## config.mk

```make
export PLATFORM = sky130hd
export DESIGN_NAME = pcos_scan
export DESIGN_NICKNAME = d
export VERILOG_FILES = /design/src/hdl/pcos_pkg.sv /design/src/hdl/pcos_scan.sv
export SDC_FILE = /design/constraint.sdc
export NUM_CORES = 1
export LEC_CHECK = 0
export ABC_AREA = 1
export BUFFER_PORTS_ARGS = -buffer_cell sky130_fd_sc_hd__buf_4
export CORE_MARGIN = 1.5
export CORE_UTILIZATION = 45
export CTS_CLUSTER_SIZE = 28
export DETAILED_ROUTE_END_ITERATION = 6
export PLACE_DENSITY = 0.81
export REMOVE_ABC_BUFFERS = 1
export SYNTH_ARGS = -nofsm -noshare
export SYNTH_HDL_FRONTEND = slang
export SYNTH_SLANG_ARGS = --single-unit
```

## constraint.sdc

```tcl
create_clock -name clk -period 8.25 [get_ports clk]
set_clock_uncertainty 0.15 [all_clocks]
set_input_delay 0.4125 -clock clk [delete_from_list [all_inputs] [get_ports clk]]
set_output_delay 0.4125 -clock clk [all_outputs]
set_load 0.03 [all_outputs]
```

## src/hdl/pcos_pkg.sv

```systemverilog
// ----------------------------------------------------------------------------
// pcos_pkg
// Shared types, codes and helpers of the priority class order store.
// ----------------------------------------------------------------------------
package pcos_pkg;

  localparam int CAPACITY_DEF = 64;
  localparam int NUM_CLASSES  = 4;   // classes in use; class ports are 2 bits

  localparam int ID_W   = 32;
  localparam int DAYS_W = 16;
  localparam int CLS_W  = 2;
  localparam int SEQ_W  = 32;
  localparam int CMD_W  = 2;
  localparam int STAT_W = 2;

  // commands
  localparam logic [CMD_W-1:0] CMD_INSERT  = 2'd0;
  localparam logic [CMD_W-1:0] CMD_MOVE    = 2'd1;
  localparam logic [CMD_W-1:0] CMD_EXTRACT = 2'd2;
  localparam logic [CMD_W-1:0] CMD_NOP     = 2'd3;

  // status codes
  localparam logic [STAT_W-1:0] ST_OK        = 2'd0;
  localparam logic [STAT_W-1:0] ST_NOT_FOUND = 2'd1;
  localparam logic [STAT_W-1:0] ST_EMPTY     = 2'd2;
  localparam logic [STAT_W-1:0] ST_FULL      = 2'd3;

  // one word of the entry memory
  typedef struct packed {
    logic              valid;
    logic [ID_W-1:0]   id;
    logic [DAYS_W-1:0] days;
    logic [CLS_W-1:0]  cls;
    logic [SEQ_W-1:0]  seq;
  } entry_t;

  // command context handed to the scan unit
  typedef struct packed {
    logic [CMD_W-1:0] cmd;
    logic [CLS_W-1:0] cls;
    logic [ID_W-1:0]  id;
  } scan_ctx_t;

  // best match found by the scan unit
  typedef struct packed {
    logic              found;
    logic [ID_W-1:0]   id;
    logic [DAYS_W-1:0] days;
  } scan_res_t;

  // class number folded into range; input is below twice NUM_CLASSES
  function automatic logic [CLS_W-1:0] class_fold(input logic [CLS_W-1:0] c);
    logic [4:0] wide;
    begin
      wide = {3'b000, c};
      if (wide >= 5'(NUM_CLASSES)) begin
        class_fold = CLS_W'(wide - 5'(NUM_CLASSES));
      end else begin
        class_fold = c;
      end
    end
  endfunction

endpackage

```

## src/hdl/pcos_scan.sv

```systemverilog
// ----------------------------------------------------------------------------
// pcos_scan
// Pipelined pass over the entry memory: qualifies each entry for the
// current command and keeps the best candidate and its slot.
// ----------------------------------------------------------------------------
module pcos_scan #(
  parameter int CAPACITY = pcos_pkg::CAPACITY_DEF,
  localparam int ADDR_W = $clog2(CAPACITY)
) (
  input  logic                       clk,
  input  logic                       rst,
  input  logic                       clear,
  input  pcos_pkg::scan_ctx_t        ctx,
  input  logic                       rd_en,
  input  logic [ADDR_W-1:0]          rd_addr,
  input  pcos_pkg::entry_t           rd_data,
  input  logic [pcos_pkg::SEQ_W-1:0] next_seq,
  output pcos_pkg::scan_res_t        res,
  output logic [ADDR_W-1:0]          slot
);

  // stage A: aligned with memory read data
  logic              q_valid;
  logic [ADDR_W-1:0] q_addr;

  // stage B: qualified entry with its age
  logic                        b_valid;
  logic [ADDR_W-1:0]           b_addr;
  logic [pcos_pkg::ID_W-1:0]   b_id;
  logic [pcos_pkg::DAYS_W-1:0] b_days;
  logic [pcos_pkg::SEQ_W-1:0]  b_age;

  logic [pcos_pkg::SEQ_W-1:0] best_age;
  logic                       cand;
  logic                       take;

  always_ff @(posedge clk) begin
    if (rst) begin
      q_valid <= 1'b0;
    end else begin
      q_valid <= rd_en;
    end
    q_addr <= rd_addr;
  end

  always_comb begin
    case (ctx.cmd)
      pcos_pkg::CMD_INSERT:  cand = !rd_data.valid;
      pcos_pkg::CMD_MOVE:    cand = rd_data.valid && (rd_data.cls == ctx.cls) &&
                                    (rd_data.id == ctx.id);
      pcos_pkg::CMD_EXTRACT: cand = rd_data.valid && (rd_data.cls == ctx.cls);
      default:               cand = 1'b0;
    endcase
  end

  always_ff @(posedge clk) begin
    if (rst) begin
      b_valid <= 1'b0;
    end else begin
      b_valid <= q_valid && cand;
    end
    b_addr <= q_addr;
    b_id   <= rd_data.id;
    b_days <= rd_data.days;
    b_age  <= next_seq - rd_data.seq;
  end

  // insert keeps the lowest free slot; move the oldest match;
  // extract the greatest days, ties to the oldest
  always_comb begin
    case (ctx.cmd)
      pcos_pkg::CMD_INSERT:  take = !res.found;
      pcos_pkg::CMD_MOVE:    take = !res.found || (b_age > best_age);
      pcos_pkg::CMD_EXTRACT: take = !res.found || (b_days > res.days) ||
                                    ((b_days == res.days) && (b_age > best_age));
      default:               take = 1'b0;
    endcase
  end

  always_ff @(posedge clk) begin
    if (rst || clear) begin
      res.found <= 1'b0;
    end else if (b_valid && take) begin
      res.found <= 1'b1;
    end
    if (!clear && b_valid && take) begin
      res.id   <= b_id;
      res.days <= b_days;
      best_age <= b_age;
      slot     <= b_addr;
    end
  end

endmodule

```

==> flow_summary_export.csv, run 1 <==
group,metric,value,unit
clock_tree,clk_pin_slew,0.06,ns
logic_synthesis,yosysSeqAreaShare,51.69,%
global_routing,via_count_of_the_first_global_routing_pass,7102,
sta,timing.final.ws_setup,5.617,ns
critical_path,crit_arrival,2.54,ns
die,design.core.area,0.01883,sq mm
place,place_worst_setup_slack,5.632,ns
logic_synthesis,synth_async_sr_flop_share,0,%
sta,tightest_slew,0.5949,ns
critical_path,critical_path.startpoint_type,"flop",
routing,wl_per_cell,12.98,microns
clock_tree,cts_tree,"yes",
sta,min_period_over_period,31.92,%
power,p_clk_share,36.9,%
critical_path,cp_slowest_cell,"sky130_fd_sc_hd__buf_4",
logic_synthesis,synth-edff-count,86,
power,powerDensity,185.9,mW/mm^2
critical_path,worst_path_dominant_cell_family,"simple AND/OR/NAND/NOR gates",
global_routing,grt_pass1_wl,31910,microns
routing,vias_per_cell,4.614,
layout,final-seq-area,0.004484,sq mm
clock_tree,clock_sinks,181,
sta,slew_violations,0,
clock_tree,cts_resized,0,
clock_tree,cts.htree.levels,4,
die,die_width,141.8,microns
clock_tree,post_cts_buffers,0,
critical_path,critPathMaxFanout,44,
critical_path,critical_path_required_time,8.15,ns
power,p_total,0.002193,W
layout,syn2layout_area_growth,35.99,%
layout,multi_input_area,0.003462,sq mm
sta,timing.max_slew.rel_slack,60.34,%
die,floorplan.die.height,141.8,microns
sta,hold_slack,0.07015,ns
routing,first_pass_iters,5,
sta,finalWorstPathRequiredPeriod,2.633,ns
routing,post-route-drc-count,0,
routing,detailed_route_via_count,7096,
place,place.gp.congestion,0.8710,
power,switching_fraction,24.76,%
sta,unrepaired_setup_endpoints_after_global_routing,"false",
logic_synthesis,synthesis.area,0.008675,sq mm
power,leakagePower,5.898,nW
critical_path,critical-path-top-cell-by-count,"sky130_fd_sc_hd__nand2_1",
critical_path,cp_slowest_stage_delay,0.50,ns
global_routing,pin_count_of_the_biggest_net_entering_global_routing,45,
logic_synthesis,postSynthAreaPerCell,8.906,sq um
power,power_frac_seq,46.8,%
global_routing,antenna_found_initial,0,
sta,setup-violations-final,0,
global_routing,grt_overflow,0,
global_routing,grtUsageTotal,20.20,%
sta,max_freq,379.7,MHz
logic_synthesis,yosys.cell_types.count,36,
routing,drtAntennaViolNets,0,
sta,final.setup.tns,0,ns
clock_tree,clk_latency,0.42,ns
logic_synthesis,synth_ff_type,"sky130_fd_sc_hd__dfxtp_1",
clock_tree,clock_tree.buffer_depth,2,
die,placement_rows,50,
clock_tree,clockRootBuffer,"sky130_fd_sc_hd__clkbuf_16",
place,detailed_place_hpwl,14920,microns
logic_synthesis,post_synth_most_frequent_cells,"227 x sky130_fd_sc_hd__nand2_1, 194 x sky130_fd_sc_hd__inv_1, 95 x sky130_fd_sc_hd__dfxtp_1, 86 x sky130_fd_sc_hd__edfxtp_1, 85 x sky130_fd_sc_hd__nor2_1",
die,start_util,46.07,%
die,area_of_the_die,0.02012,sq mm
critical_path,cp-end-kind,"flop",
logic_synthesis,post_synth_inst_count,974,
critical_path,timing.critical_path.cells,"inv_1 > ha_1 > nand2_1 > nor2_1 > nand3b_1 > nor2_1 > nand2_1 > a21oi_1 > nand2_1 > a21oi_4 > buf_4",
routing,detail_route.wirelength,19960,microns
clock_tree,cts_inserted_buffers,17,
routing,dr.first_iter.drc_count,283,
critical_path,crit_buf_inv,2,
logic_synthesis,post-synth-top-area-fraction,29.77,%
logic_synthesis,synth_seq_cells,181,
layout,final.fill_count,1488,
layout,num-nets-final,1506,
logic_synthesis,synth.area.top_cells,"sky130_fd_sc_hd__edfxtp_1 30%, sky130_fd_sc_hd__dfxtp_1 22%, sky130_fd_sc_hd__ha_1 11%",
power,internal_power,0.001650,W
power,p_comb_share,16.3,%
hold_path,min-delay-path-class,"in -> reg",
sta,finalHoldViolations,0,
die,i_o_pin_count,216,
layout,drive_gt1_share,20.97,%
place,io_buffer_count,215,
layout,n_antenna_cell,0,
logic_synthesis,synth.yosys.warnings,0,
job,cap_viol_max_count,0,
status,status,"complete, no violations",
logic_synthesis,synthMostInstantiatedCell,"sky130_fd_sc_hd__nand2_1",
logic_synthesis,netlist.top_cell.by_area,"sky130_fd_sc_hd__edfxtp_1",
power,ir_drop,0.1205,mV
critical_path,critPathKind,"reg -> reg",
power,p_sw,0.0005428,W
-- metal layers --
layer,share of wire (%),track usage (%)
met3,5.0,4.117
met2,52,38.20
met1,41,21.91
met4,2.2,8.085
met5,0,0
-- tightest hold or removal path, delay by kind of cell --
kind | cells | cell delay, ns
buffers and inverters | 2 | 0.11
AND/OR/NAND/NOR | 1 | 0.08
-- power by group through the flow --
| stage | clock network, W | registers, W | logic [W] |
|---|---|---|---|
| after floorplan | 0 | 0.00104 | 0.000206 |
| after global placement | 0 | 0.00104 | 0.000319 |
| after detailed placement | 0 | 0.00105 | 0.000329 |
| after CTS | 0.000822 | 0.00103 | 0.000354 |
| after global routing | 0.000861 | 0.00103 | 0.000405 |
| final | 0.000808 | 0.00103 | 0.000358 |
-- stage by stage --
step | std cells | util, % | area (sq um)
2_1_floorplan | 974 | - | 8675
3_3_place_gp | 1451 | 56.51 | 10640
3_5_place_dp | 1451 | 56.51 | 10640
4_1_cts | 1538 | 62.64 | 11800
5_1_grt | 1538 | 62.64 | 11800
6_report | 1538 | 62.64 | 11800
-- logic make-up after synthesis --
kind of cell / count (synthesis) / synth area share (%)
DFF: 181 / 51.69
and+or+nand+nor: 377 / 18.09
AOI/OAI and AO/OA: 112 / 7.342
adders and majority gates: 80 / 11.63
buffers and inverters: 197 / 8.524
xor gates and xnor gates: 27 / 2.726
-- placed cells by master (no fill, tap or decap), drive strengths merged, types with 3 or more instances in the layout --
cell type | Yosys | final
edfxtp | 86 | 86
nand3 | 30 | 30
a21oi | 58 | 58
dfxtp | 95 | 95
a31oi | 4 | 4
a21boi | 5 | 5
o21ai | 29 | 29
nor3b | 3 | 3
o21a | 5 | 5
xor2 | 25 | 25
buf | 0 | 217
clkbuf | 0 | 22
inv | 197 | 199
nand4 | 7 | 7
nand3b | 4 | 4
nor2 | 90 | 90
dlygate4sd3 | 0 | 55
clkinv | 0 | 6
ha | 79 | 79
o21bai | 8 | 8
nand2 | 231 | 231
nor3 | 8 | 8
-- cell type report --
class                      count  share of cell area (%)
multi-input combinational    596                   29.35
inverter                     197                   6.269
tap                          260                   2.758
clock inverter                10                   1.018
timing repair buffer         272                   18.48
sequential                   181                   38.01
clock buffer                  22                   4.115
-- worst paths after layout --
kind | endpoint | from | cells past startpoint | slack [ns]
setup reg to reg | res[17] | res[5] | 11 | 5.62
setup / recovery | res[17] | res[5] | 11 | 5.62
hold / removal | q_valid | rd_en | 3 | 0.07
hold reg to reg | b_addr[5] | q_addr[5] | 0 | 0.18
-- flip-flops by register name, indices dropped and copies added, names as in the netlist --
register and count:
res 49, b_addr 6, q_valid 1, b_days 16, b_age 32, b_id 32, q_addr 6, slot 6
best_age 32, b_valid 1
-- repair_timing --
item	in CTS	in global routing
hold buffers	55	0
setup endpoints to repair	0	0
endpoints found under the hold margin	56	0
Note: power is estimated with default switching activity, not from simulation.
==> run 2: changes to the inputs <==
- ABC_AREA: 1 -> 0
- PLACE_DENSITY: 0.81 -> 0.82
- clock period: 8.25 -> 2.6 ns (I/O delays scaled with it)
==> run 2 against run 1 <==
Net effect: the flow now finishes with violations (design-rule violations, negative setup slack); flip-flop and latch count unchanged; final cell count down 14%; maximum frequency down 4.7%; worst setup slack worse by 5.8 ns; synthesized area down 3.8%; sequential share of layout area down 1.1 points; non-clock buffer count up 58; die area down 3.7%; largest power group unchanged; critical path type unchanged.
==> flow_summary_export.csv, run 2 <==
group,metric,value,unit
status,status,"finished, violations left",
status,failed_checks,"design-rule violations, negative setup slack",
power,leakagePower,5.398,nW
clock_tree,cts_inserted_buffers,17,
clock_tree,clockRootBuffer,"sky130_fd_sc_hd__clkbuf_16",
clock_tree,clk_latency,0.43,ns
critical_path,critPathKind,"reg -> reg",
layout,largest_register_ffs,49,
hold_path,min-delay-path-class,"in -> reg",
power,powerDensity,583.7,mW/mm^2
place,detailed_place_hpwl,14550,microns
die,i_o_pin_count,216,
logic_synthesis,postSynthAreaPerCell,11.20,sq um
die,floorplan.die.height,139.2,microns
die,die_width,139.2,microns
job,cap_viol_max_count,0,
global_routing,global_route.usage.met2,40.39,%
routing,dr.first_iter.drc_count,345,
place,place.gp.congestion,0.8529,
sta,finalHoldViolations,0,
logic_synthesis,synth_async_sr_flop_share,0,%
clock_tree,cts_tree,"yes",
sta,max_freq,362.0,MHz
sta,timing.final.ws_setup,-0.1622,ns
die,design.core.area,0.01809,sq mm
layout,register_with_the_highest_flop_count,"res",
place,io_buffer_count,215,
clock_tree,clk_pin_slew,0.07,ns
global_routing,via_count_of_the_first_global_routing_pass,6682,
logic_synthesis,synthesis.area,0.008344,sq mm
clock_tree,clock_sinks,181,
layout,n_antenna_cell,0,
logic_synthesis,yosys.cell_types.count,72,
global_routing,grt_pass1_wl,33120,microns
routing,first_pass_iters,6,
logic_synthesis,synth.yosys.warnings,0,
sta,unrepaired_setup_endpoints_after_global_routing,"true",
clock_tree,clock_tree.buffer_depth,2,
global_routing,global_route.usage.met3,4.523,%
global_routing,antenna_found_initial,0,
die,area_of_the_die,0.01937,sq mm
critical_path,critPathMaxFanout,7,
logic_synthesis,synth-edff-count,86,
die,start_util,46.14,%
critical_path,critical_path.startpoint_type,"flop",
sta,slew_violations,0,
routing,post-route-drc-count,25,
logic_synthesis,netlist.top_cell.by_area,"sky130_fd_sc_hd__edfxtp_1",
logic_synthesis,yosysSeqAreaShare,53.74,%
layout,final_design_area_no_fill,0.01215,sq mm
global_routing,grtUsageTotal,21.74,%
layout,layout.cells.most_common,"sky130_fd_sc_hd__buf_4",
logic_synthesis,synth_ff_type,"sky130_fd_sc_hd__dfxtp_1",
power,ir_drop,0.3824,mV
layout,most-common-layout-cells,"244 x sky130_fd_sc_hd__buf_4, 95 x sky130_fd_sc_hd__dfxtp_1, 91 x sky130_fd_sc_hd__inv_1",
global_routing,pin_count_of_the_biggest_net_entering_global_routing,24,
place,placed_area,0.01043,sq mm
logic_synthesis,post_synth_inst_count,745,
critical_path,crit_arrival,2.76,ns
routing,wl_per_cell,15.83,microns
global_routing,most_used_layer_global_route,"met2",
sta,finalWorstPathRequiredPeriod,2.762,ns
sta,hold_slack,0.01179,ns
routing,detail_route.wirelength,20950,microns
sta,tightest_slew,0.5513,ns
critical_path,critical_path_required_time,2.60,ns
layout,final_cells,1323,
routing,detailed_route_via_count,6733,
die,placement_rows,49,
routing,vias_per_cell,5.089,
logic_synthesis,synth_seq_cells,181,
clock_tree,cts.htree.levels,4,
sta,setup-violations-final,86,
critical_path,cp-end-kind,"flop",
logic_synthesis,post_synth_most_frequent_cells,"95 x sky130_fd_sc_hd__dfxtp_1, 95 x sky130_fd_sc_hd__inv_1, 86 x sky130_fd_sc_hd__edfxtp_1, 79 x sky130_fd_sc_hd__ha_1, 53 x sky130_fd_sc_hd__a21oi_1",
sta,min_period_over_period,106.2,%
sta,timing.max_slew.rel_slack,62.91,%
routing,drtAntennaViolNets,0,
logic_synthesis,synth.area.top_cells,"sky130_fd_sc_hd__edfxtp_1 31%, sky130_fd_sc_hd__dfxtp_1 23%, sky130_fd_sc_hd__ha_1 12%",
logic_synthesis,post-synth-top-area-fraction,30.95,%
layout,syn2layout_area_growth,45.55,%
global_routing,grt_overflow,0,
layout,drive_gt1_share,29.89,%
layout,num-nets-final,1322,
global_routing,grt_use_met1,24.82,%
place,place_inst,1204,
[run 2: cell types whose count changed in the layout (fill, tap and decap cells not counted), sizes merged, moves of 8 or more]
cell | previous run | this run
nand2 | 231 | 38
inv | 199 | 102
nor2 | 90 | 24
buf | 217 | 251
dlygate4sd3 | 55 | 76
xnor2 | 2 | 22
a211oi | 1 | 12
nand3 | 30 | 19
nand4 | 7 | 18
a21o | 2 | 11
nor4 | 1 | 10
and3 | 1 | 9
[run 2: repair_timing]
| item | in CTS | in global routing |
|---|---|---|
| gates resized for setup | 20 | 13 |
| setup buffers | 4 | 2 |
| pin swaps | 6 | 6 |
| setup endpoints to repair | 86 | 89 |
| hold endpoints to repair | 69 | 0 |
| cloned | 2 | 5 |
| hold buffers | 76 | 0 |
[run 2: path summary, 6_finish.rpt]
kind                                    from  cells after the start  slack, ns      endpoint
worst max-delay path                 res[15]                     11      -0.16  best_age[29]
worst min-delay path            next_seq[22]                      3       0.01     b_age[22]
worst max register to register       res[15]                     11      -0.16  best_age[29]
worst min register to register     q_addr[4]                      0       0.17     b_addr[4]
[run 2: cell families after synthesis]
logic type	Yosys count	share of synthesized area, %
buf+inv	108	5.053
mux	4	0.4948
xor+xnor	54	5.668
flops	181	53.74
simple gates	160	10.20
compound gates	158	12.76
fa+ha+maj	80	12.09
[run 2: final cells by class]
cell class	instances	area, sq um
Clock buffer	17	425.4
Tap cell	229	286.5
Multi-Input combinational cell	456	3630
Sequential cell	181	4484
Timing Repair Buffer	330	2796
Clock inverter	15	166.4
Inverter	95	356.6
Fill cell	1330	5941
[run 2: metal layers]
layer	vias to the layer above	wire length [microns]
met1	3126	8535
met2	220	10930
met5	-	0
met4	0	361
li1	3358	-
met3	29	1123
[run 2: power breakdown]
part / leakage (nW) / internal [W] / switching, W / total [W]
clock: 0.286 / 0.00137 / 0.00116 / 0.00253
combinational: 3.54 / 0.000673 / 0.000615 / 0.00129
sequential: 1.57 / 0.00318 / 0.0000985 / 0.00328
[run 2: critical path, cell delays in order (launching register included)]
cell                        delay (ns)
sky130_fd_sc_hd__edfxtp_1         0.35
sky130_fd_sc_hd__inv_1            0.05
sky130_fd_sc_hd__ha_1             0.30
sky130_fd_sc_hd__nand4_1          0.15
sky130_fd_sc_hd__nor3_2           0.28
sky130_fd_sc_hd__a31oi_2          0.16
sky130_fd_sc_hd__nor3_2           0.27
sky130_fd_sc_hd__buf_4            0.16
sky130_fd_sc_hd__nand2b_4         0.05
sky130_fd_sc_hd__o21ai_4          0.22
sky130_fd_sc_hd__buf_12           0.19
sky130_fd_sc_hd__clkbuf_16        0.15
[run 2: through the flow]
stage	total power, W	setup WS, ns	TNS [ns]	util [%]
3_3_place_gp	0.004404	-0.1369	-10.90	57.65
3_5_place_dp	0.004443	-0.2477	-20.30	57.65
4_1_cts	0.007091	-0.07424	-5.434	66.41
2_1_floorplan	0.003975	-5.815	-500.09	-
6_report	0.007089	-0.1622	-10.76	67.15
5_1_grt	0.007406	-0.2593	-18.86	67.15
